## src/sv/tlaik_pkg.sv

```systemverilog
// ----------------------------------------------------------------------------
// Two-link arm inverse kinematics: shared package
// Types, register indexes, status codes, widths and the arctangent table.
// ----------------------------------------------------------------------------
package tlaik_pkg;

    localparam int CORDIC_STAGES_DEFAULT   = 16;
    localparam int ANGLE_FRAC_BITS_DEFAULT = 7;

    localparam int INT_FRAC    = 20;
    localparam int COORD_W     = 16;
    localparam int LINK_W      = 15;
    localparam int HEIGHT_W    = 16;
    localparam int LIMIT_W     = 9;
    localparam int CFG_W       = 16;
    localparam int SQRT_W      = 62;
    localparam int SQRT_STEPS  = SQRT_W / 2;
    localparam int SQRT_SCALE  = 14;
    localparam int LANE_IN_W   = 48;
    localparam int NORM_STAGES = 16;
    localparam int NORM_BITS   = 32;
    localparam int DATA_W      = 56;
    localparam int ACC_W       = 32;
    localparam int HALF_TURN_DEG = 180;

    localparam logic signed [ACC_W-1:0] HALF_TURN = 32'sd188743680;

    localparam logic [LINK_W-1:0]          UPPER_LINK_RESET  = 15'd1600;
    localparam logic [LINK_W-1:0]          LOWER_LINK_RESET  = 15'd1600;
    localparam logic signed [HEIGHT_W-1:0] SHOULDER_RESET    = 16'sd0;
    localparam logic [LIMIT_W-1:0]         ANGLE_LIMIT_RESET = 9'd180;

    typedef enum logic [1:0] {
        REG_UPPER_LINK      = 2'd0,
        REG_LOWER_LINK      = 2'd1,
        REG_SHOULDER_HEIGHT = 2'd2,
        REG_ANGLE_LIMIT     = 2'd3
    } reg_index_t;

    typedef enum logic [1:0] {
        STATUS_OK    = 2'd0,
        STATUS_FAR   = 2'd1,
        STATUS_LIMIT = 2'd2
    } status_t;

    typedef struct packed {
        logic signed [COORD_W-1:0] target_x;
        logic signed [COORD_W-1:0] target_y;
        logic signed [COORD_W-1:0] target_z;
    } target_t;

    typedef struct packed {
        logic signed [15:0] shoulder_angle;
        logic [14:0]        elbow_angle;
        logic signed [15:0] base_angle;
        status_t            status;
    } result_t;

    // Arctangent of 2^-idx in units of 2^-20 degree.
    function automatic logic signed [ACC_W-1:0] atan_step(input int idx);
        logic signed [ACC_W-1:0] v;
        unique case (idx)
            0:       v = 32'sd47185920;
            1:       v = 32'sd27855475;
            2:       v = 32'sd14718068;
            3:       v = 32'sd7471121;
            4:       v = 32'sd3750058;
            5:       v = 32'sd1876857;
            6:       v = 32'sd938658;
            7:       v = 32'sd469357;
            8:       v = 32'sd234682;
            9:       v = 32'sd117342;
            10:      v = 32'sd58671;
            11:      v = 32'sd29335;
            12:      v = 32'sd14668;
            13:      v = 32'sd7334;
            14:      v = 32'sd3667;
            15:      v = 32'sd1833;
            16:      v = 32'sd917;
            17:      v = 32'sd458;
            18:      v = 32'sd229;
            19:      v = 32'sd115;
            20:      v = 32'sd57;
            21:      v = 32'sd29;
            22:      v = 32'sd14;
            23:      v = 32'sd7;
            24:      v = 32'sd4;
            25:      v = 32'sd2;
            26:      v = 32'sd1;
            default: v = 32'sd0;
        endcase
        return v;
    endfunction

endpackage

```

## src/sv/tlaik_sqrt_cell.sv

```systemverilog
// ----------------------------------------------------------------------------
// Square root cell
// One restoring step of the bitwise integer square root, registered.
// ----------------------------------------------------------------------------
module tlaik_sqrt_cell #(
    parameter int W   = tlaik_pkg::SQRT_W,
    parameter int BIT = 0
) (
    input  logic         clk,
    input  logic [W-1:0] rem_in,
    input  logic [W-1:0] root_in,
    output logic [W-1:0] rem_out,
    output logic [W-1:0] root_out
);

    localparam logic [W-1:0] B = W'(1) << BIT;

    logic [W-1:0] trial;
    logic [W-1:0] rem_next;
    logic [W-1:0] root_next;
    logic [W-1:0] rem_reg;
    logic [W-1:0] root_reg;

    assign trial = root_in + B;

    always_comb
    begin
        if (rem_in >= trial)
        begin
            rem_next  = rem_in - trial;
            root_next = (root_in >> 1) + B;
        end
        else
        begin
            rem_next  = rem_in;
            root_next = root_in >> 1;
        end
    end

    always_ff @(posedge clk)
    begin
        rem_reg  <= rem_next;
        root_reg <= root_next;
    end

    assign rem_out  = rem_reg;
    assign root_out = root_reg;

endmodule

```

## src/sv/tlaik_sqrt.sv

```systemverilog
// ----------------------------------------------------------------------------
// Square root chain
// Floor integer square root as a row of cells, one result bit per cell.
// ----------------------------------------------------------------------------
module tlaik_sqrt #(
    parameter int W = tlaik_pkg::SQRT_W
) (
    input  logic           clk,
    input  logic           rst_n,
    input  logic           in_valid,
    input  logic [W-1:0]   radicand,
    output logic           out_valid,
    output logic [W/2-1:0] root
);

    localparam int STEPS = W / 2;

    logic [W-1:0] rem_w  [STEPS+1];
    logic [W-1:0] root_w [STEPS+1];
    logic         valid_reg [STEPS];

    assign rem_w[0]  = radicand;
    assign root_w[0] = '0;

    for (genvar k = 0; k < STEPS; k++)
    begin : g_cell
        tlaik_sqrt_cell #(
            .W   (W),
            .BIT (W - 2 - 2 * k)
        ) u_cell (
            .clk      (clk),
            .rem_in   (rem_w[k]),
            .root_in  (root_w[k]),
            .rem_out  (rem_w[k+1]),
            .root_out (root_w[k+1])
        );
    end

    always_ff @(posedge clk or negedge rst_n)
    begin
        if (!rst_n)
        begin
            for (int k = 0; k < STEPS; k++)
            begin
                valid_reg[k] <= 1'b0;
            end
        end
        else
        begin
            valid_reg[0] <= in_valid;
            for (int k = 1; k < STEPS; k++)
            begin
                valid_reg[k] <= valid_reg[k-1];
            end
        end
    end

    assign out_valid = valid_reg[STEPS-1];
    assign root      = root_w[STEPS][W/2-1:0];

endmodule

```

## config.mk

```make
export PLATFORM = sky130hd
export DESIGN_NAME = tlaik_sqrt
export DESIGN_NICKNAME = d
export VERILOG_FILES = /design/src/sv/tlaik_pkg.sv /design/src/sv/tlaik_sqrt_cell.sv /design/src/sv/tlaik_sqrt.sv
export SDC_FILE = /design/constraint.sdc
export NUM_CORES = 2
export LEC_CHECK = 0
export BUFFER_PORTS_ARGS = -buffer_cell sky130_fd_sc_hd__buf_2
export CAP_MARGIN = 20
export CORE_ASPECT_RATIO = 1.1
export CORE_MARGIN = 10
export CORE_UTILIZATION = 40
export DETAILED_ROUTE_END_ITERATION = 16
export GPL_TIMING_DRIVEN = 0
export PLACE_DENSITY = 0.62
export SETUP_SLACK_MARGIN = 0.2
export SYNTH_ARGS = -nofsm -noshare
export SYNTH_HDL_FRONTEND = slang
export SYNTH_SLANG_ARGS = --single-unit
```

## constraint.sdc

```tcl
create_clock -name clk -period 10.9 [get_ports clk]
set_clock_uncertainty 0.15 [all_clocks]
set_input_delay 0.545 -clock clk [delete_from_list [all_inputs] [get_ports clk]]
set_output_delay 0.545 -clock clk [all_outputs]
set_load 0.01 [all_outputs]
```

== Yosys cells after proc, flatten, opt, wreduce, memory -nomap -nowiden ==
Cells that the tools add are included.

* Bits in registers: 3,782
* Bits of input ports: 65
* Output and inout bits: 32
* Word-level logic and storage cells: 303

* Add/sub/neg operators: 90
* Order comparisons: 31
* Muxes and demuxes: 61

{| class="wikitable"
|+ Operators with widths
! cell !! number
|-
| >= comparator 62 bit || 30
|-
| 2-to-1 mux 62 bit || 30
|-
| 2-to-1 mux 61 bit || 30
|-
| subtractor 62 bit || 29
|-
| adder 61 x 11 -> 62 bit (second input constant) || 1
|-
| adder 61 x 13 -> 62 bit (second input constant) || 1
|-
| adder 61 x 15 -> 62 bit (second input constant) || 1
|-
| adder 61 x 17 -> 62 bit (second input constant) || 1
|-
| adder 61 x 19 -> 62 bit (second input constant) || 1
|-
| adder 61 x 21 -> 62 bit (second input constant) || 1
|-
| adder 61 x 23 -> 62 bit (second input constant) || 1
|-
| adder 61 x 25 -> 62 bit (second input constant) || 1
|-
| adder 61 x 27 -> 62 bit (second input constant) || 1
|-
| adder 61 x 29 -> 62 bit (second input constant) || 1
|-
| adder 61 x 3 -> 62 bit (second input constant) || 1
|-
| adder 61 x 31 -> 62 bit (second input constant) || 1
|-
| adder 61 x 33 -> 62 bit (second input constant) || 1
|-
| adder 61 x 35 -> 62 bit (second input constant) || 1
|-
| adder 61 x 37 -> 62 bit (second input constant) || 1
|-
| adder 61 x 39 -> 62 bit (second input constant) || 1
|-
| adder 61 x 41 -> 62 bit (second input constant) || 1
|-
| adder 61 x 43 -> 62 bit (second input constant) || 1
|-
| adder 61 x 45 -> 62 bit (second input constant) || 1
|-
| adder 61 x 47 -> 62 bit (second input constant) || 1
|-
| 43 further kinds || 43
|}

== Depth between registers and ports, before layout ==
* Depth after elaboration: 3
* Mapped depth: 16
* Depth with buffers taken out: 13

== Modules after synthesis ==
A second synthesis with hierarchy kept.

* Cell total of the unflattened synthesis: 32,135
* Area total of the unflattened synthesis: 256,903.9 µm²

{| class="wikitable"
|+ By module, submodules not included
! module !! instances !! cells an instance !! area an instance (µm²)
|-
| tlaik_sqrt_cell at g_cell[29].u_cell || 1 || 1,210 || 9,477.8
|-
| tlaik_sqrt_cell at g_cell[30].u_cell || 1 || 1,212 || 9,401.5
|-
| tlaik_sqrt_cell at g_cell[27].u_cell || 1 || 1,174 || 9,123.8
|-
| tlaik_sqrt_cell at g_cell[28].u_cell || 1 || 1,123 || 8,942.3
|-
| tlaik_sqrt_cell at g_cell[24].u_cell || 1 || 1,163 || 8,911.0
|-
| tlaik_sqrt_cell at g_cell[23].u_cell || 1 || 1,153 || 8,894.8
|-
| tlaik_sqrt_cell at g_cell[21].u_cell || 1 || 1,149 || 8,883.5
|-
| tlaik_sqrt_cell at g_cell[25].u_cell || 1 || 1,153 || 8,883.5
|-
| tlaik_sqrt_cell at g_cell[26].u_cell || 1 || 1,126 || 8,767.2
|-
| tlaik_sqrt_cell at g_cell[22].u_cell || 1 || 1,113 || 8,700.8
|-
| tlaik_sqrt_cell at g_cell[20].u_cell || 1 || 1,091 || 8,524.4
|-
| tlaik_sqrt_cell at g_cell[18].u_cell || 1 || 1,067 || 8,468.1
|-
| tlaik_sqrt_cell at g_cell[17].u_cell || 1 || 1,010 || 8,409.3
|-
| tlaik_sqrt_cell at g_cell[14].u_cell || 1 || 981 || 8,328.0
|-
| +18 rows || -- || -- || --
|}

== Least setup slack after synthesis ==
Ideal clock, no wire load.

* Path kind: reg2reg
* Start: reg g_cell[23].u_cell.root_reg[14]
* End: reg g_cell[24].u_cell.rem_reg[22]
* Data arrival time: 3.248 ns
* Data required time: 10.627 ns
* Slack: 7.379 ns
* Stages on the path, launching flop included: 15
* Path buffers: 2
* Period minus slack after synthesis: 3.521 ns
* Path through: dfxtp_1 -> inv_1 -> ha_1 -> nor2b_1 -> o31a_1 -> o31a_1 -> or3_1 -> a31o_2 -> a311o_1 -> a21oi_4 -> and2_1 -> buf_4 -> inv_2 -> buf_6 -> mux2_1

* Longest elaborated chain between the ends: 3

{| class="wikitable"
|+ RTL lines
! what !! RTL line !! text
|-
| start, declared || tlaik_sqrt_cell.sv:22 || <nowiki>logic [W-1:0] root_reg;</nowiki>
|-
| start signal, assigned || tlaik_sqrt_cell.sv:43 || <nowiki>root_reg <= root_next;</nowiki>
|-
| adder 62 x 13 -> 62 bit (*) || tlaik_sqrt_cell.sv:24 || <nowiki>assign trial = root_in + B;</nowiki>
|-
| subtractor 62 bit or >= comparator 62 bit (tied branches) || tlaik_sqrt_cell.sv:30, tlaik_sqrt_cell.sv:28 ||
|-
| 2-to-1 mux 62 bit (*) || tlaik_sqrt_cell.sv:28 || <nowiki>if (rem_in >= trial)</nowiki>
|-
| via g_cell[24].u_cell.rem_next[22] || tlaik_sqrt_cell.sv:19 || <nowiki>logic [W-1:0] rem_next;</nowiki>
|-
| end signal, assigned || tlaik_sqrt_cell.sv:42 || <nowiki>rem_reg <= rem_next;</nowiki>
|-
| end, declared || tlaik_sqrt_cell.sv:21 || <nowiki>logic [W-1:0] rem_reg;</nowiki>
|}

Mark *: on every way through the listed nets, which the timed path passes. The rest lies on a longest branch.
A chain may end at the register's enable or synchronous reset.

== Worst setup path after layout ==
* Start: reg g_cell[22].u_cell.root_reg[19]
* End: reg g_cell[23].u_cell.rem_reg[33]

* Longest elaborated chain between the ends: 3

{| class="wikitable"
|+ RTL lines
! what !! RTL line
|-
| start, declared || tlaik_sqrt_cell.sv:22
|-
| start signal, assigned || tlaik_sqrt_cell.sv:43
|-
| adder 62 x 15 -> 62 bit (*) || tlaik_sqrt_cell.sv:24
|-
| subtractor 62 bit or >= comparator 62 bit (tied branches) || tlaik_sqrt_cell.sv:30, tlaik_sqrt_cell.sv:28
|-
| 2-to-1 mux 62 bit (*) || tlaik_sqrt_cell.sv:28
|-
| via g_cell[23].u_cell.rem_next[33] || tlaik_sqrt_cell.sv:19
|-
| end signal, assigned || tlaik_sqrt_cell.sv:42
|-
| end, declared || tlaik_sqrt_cell.sv:21
|}

Marked as above.

==> flow_summary.toml <==
[power_and_ir_drop]
p_sw_share_pct = 32.3
total_power_uw = 27500
p_int_uw = 18600
p_leak_uw = 0.0464
p_seq_share_pct = 45.0
pwr-share-comb_pct = 24.0
p_clk_share_pct = 31.0
power.density_nw_per_um2 = 266
max-vdd-ir-drop_uv = 185
p_sw_uw = 8890

[timing]
hold_ws_ns = 0.107
setup_viol_count_final = 0
hold_violations = 0
fin_setup_tns_ns = 0
slew-limit-headroom_pct = 14.6
rsz0062_at_grt = "false"
worst_pin_slew_ns = 1.27
layout_setup_ws_ns = 5.78
layout_min_cycle_time_ns = 5.12
slew_violations = 0
max_freq_mhz = 195
fin_crit_sh_pct = 46.9

[setup_path]
path_class = "reg2reg"
cp.arrival_ns = 5.66
start_kind = "flip-flop"
startpoint = "g_cell[22].u_cell.root_out[19]"
path_max_fanout = 10
setup.worst_path.end_class = "flip-flop"
endpoint = "g_cell[23].u_cell.rem_out[33]"
timing.rr.end = "g_cell[23].u_cell.rem_out[33]"
critical_path.max_stage_delay_ns = 0.80
path_depth = 12
slowest_stage = "nor3b_1"
rrSetupSlack_ns = 5.78
worst-path-buf-inv = 3
r2r_start = "g_cell[22].u_cell.root_out[19]"
ff2ff_path_depth = 12
cp_top_family = "simple AND/OR/NAND/NOR gates"
cp.required_ns = 11.45
path_cells = "inv_1, ha_1, a211oi_1, nor2_1, nor3_1, o22ai_1, nor3_1, o211ai_1, nor3b_1, clkbuf_1, clkbuf_1, o21ai_0"

[clock_tree]
hold_buffers = 65
clk_latency_ns = 0.91
cts_setup_buffers = 0
numCtsBuffers = 229
cts_resized = 0
cts-root-buf = "clkbuf_16"
cts_tree = "built"
path_clk_slew_ns = 0.07
cts_buffer_depth = 3
cts_sinks = 2387
cts_max_level = 4

[final_layout]
syn2layout_area_growth_pct = 14.8
final_nets = 9958
utilization_pct = 46.2
drive_above_1_share_pct = 7.34
largest_reg_flops = 1860

[synth]
synth_area_leaders = "dfxtp_1 (52%), ha_1 (7.3%), xor2_1 (4.2%)"
async_flop_share_pct = 1.30
synthFlopType = "dfxtp_1"
yosys_warnings = 0
synth_edf_count = 0
yosysSeqAreaShare_pct = 53.3
syn-num-nets = 9557
synth.top_cell.area_share_pct = 52.5
syn-instance-count = 8967
ys_types = 112
synth-seq-cells = 2387
synthesis.area_um2 = 89900
avgSynthCellArea_um2 = 10.0
synth.largest_area_cell = "dfxtp_1"

[grt]
grt_pass1_wl_um = 368000
first_global_vias = 66100
grt_overflow_total = 0
antenna_found_initial = 7
grtUsageTotal_pct = 18.8
grt_max_degree = 32

[placement]
portBuffers = 96
dp_hpwl_um = 189000
dp_slack_ns = 5.83
gp_congestion = 0.936

[floorplanning]
coreArea_um2 = 224000
num_rows = 182
dieWidth_um = 472
die_h_um = 517
initial_core_util_pct = 40.2
io_pins = 97
die-area_um2 = 244000

[route]
drc = 0
routed_wl_um = 237000
via_per_inst = 5.16
detail-route-antenna-nets = 0
drt_pass1_iterations = 6
drt_iter0_markers = 3479
vias = 64700
routedWlPerCell_um = 18.9

[job]
cap_violations = 0

[hold_path]
hp-class = "in2reg"

[outcome]
status = "completed"
## cell type report
type                       instances  area (um2)
tap                             2944        3680
multi-input combinational       5785       38900
fill                           20800      120000
buffer                           170         704
clock buffer                     295        6340
antenna                            7        17.5
inverter                         625        2350
sequential                      2387       47900
timing repair buffer             170        1190
clock inverter                   136        2070
## cell usage in the layout (no fill, tap or decap), types with 316 or more instances in the layout
master,synthesis,final
a21oi_1,491,491
dfxtp_1,2356,2356
nor2_1,537,537
o21ai_0,502,502
xnor2_1,402,402
xor2_1,427,427
nor4_1,318,316
nand2_1,668,668
ha_1,525,525
inv_1,621,621
## cells by family (layout without fill, tap and decap cells)
kind of cell | Yosys count | after routing | synth area share (%)
AO/OA/AOI/OAI | 1685 | 1685 | 11.6
multiplexers | 75 | 75 | 0.949
XOR/XNOR | 829 | 829 | 8.08
other | 0 | 7 | 0
adder cells (fa/ha/maj) | 525 | 525 | 7.31
flip-flops | 2387 | 2387 | 53.3
buffers and inverters | 795 | 1396 | 3.39
AND/OR/NAND/NOR | 2671 | 2671 | 15.3
## how the worst min path moves through the flow
stage | from | end | slack, ns | cells after the start
floorplan | rst_n | out_valid | 0.1 | 0
global placement | g_cell[14].u_cell.rem_out[10] | g_cell[15].u_cell.rem_out[10] | 0.18 | 0
detailed placement | g_cell[8].u_cell.rem_out[5] | g_cell[9].u_cell.rem_out[5] | 0.18 | 0
CTS | radicand[51] | g_cell[0].u_cell.rem_out[51] | 0.03 | 2
global route | radicand[21] | g_cell[0].u_cell.rem_out[21] | 0.07 | 2
finish | radicand[31] | g_cell[0].u_cell.rem_out[31] | 0.11 | 2
## per-stage QoR
stage               cells  cell area [um2]
detailed placement  12000            94100
floorplan            8967            89900
CTS                 12500           103000
global route        12500           103000
finish              12500           103000
global placement    12000            94100
## layer usage
layer / global-route usage, % / wire length, um
met1: 20.3 / 93600
met2: 35.9 / 123000
met3: 2.56 / 8490
met4: 8.87 / 11300
met5: 0 / 27
## power groups by stage
| stage | Clock (uW) | Sequential (uW) | Combinational (uW) |
|---|---|---|---|
| floorplan | 0 | 11800 | 5040 |
| global route | 9050 | 12600 | 7340 |
| global placement | 0 | 12500 | 6440 |
| CTS | 8710 | 12400 | 6570 |
| detailed placement | 0 | 12500 | 6510 |
| finish | 8520 | 12400 | 6600 |
## cells in the mapped netlist, types with 133 or more instances
library cell  instances
nor3_1              231
xor2_1              427
nand3_1             139
nand4_1             133
ha_1                525
nand2_1             668
a21oi_1             491
nor2_1              537
o21ai_0             502
xnor2_1             402
nor4_1              318
a21o_1              195
inv_1               621
dfxtp_1            2356
Note: power is estimated with default switching activity, not from simulation.
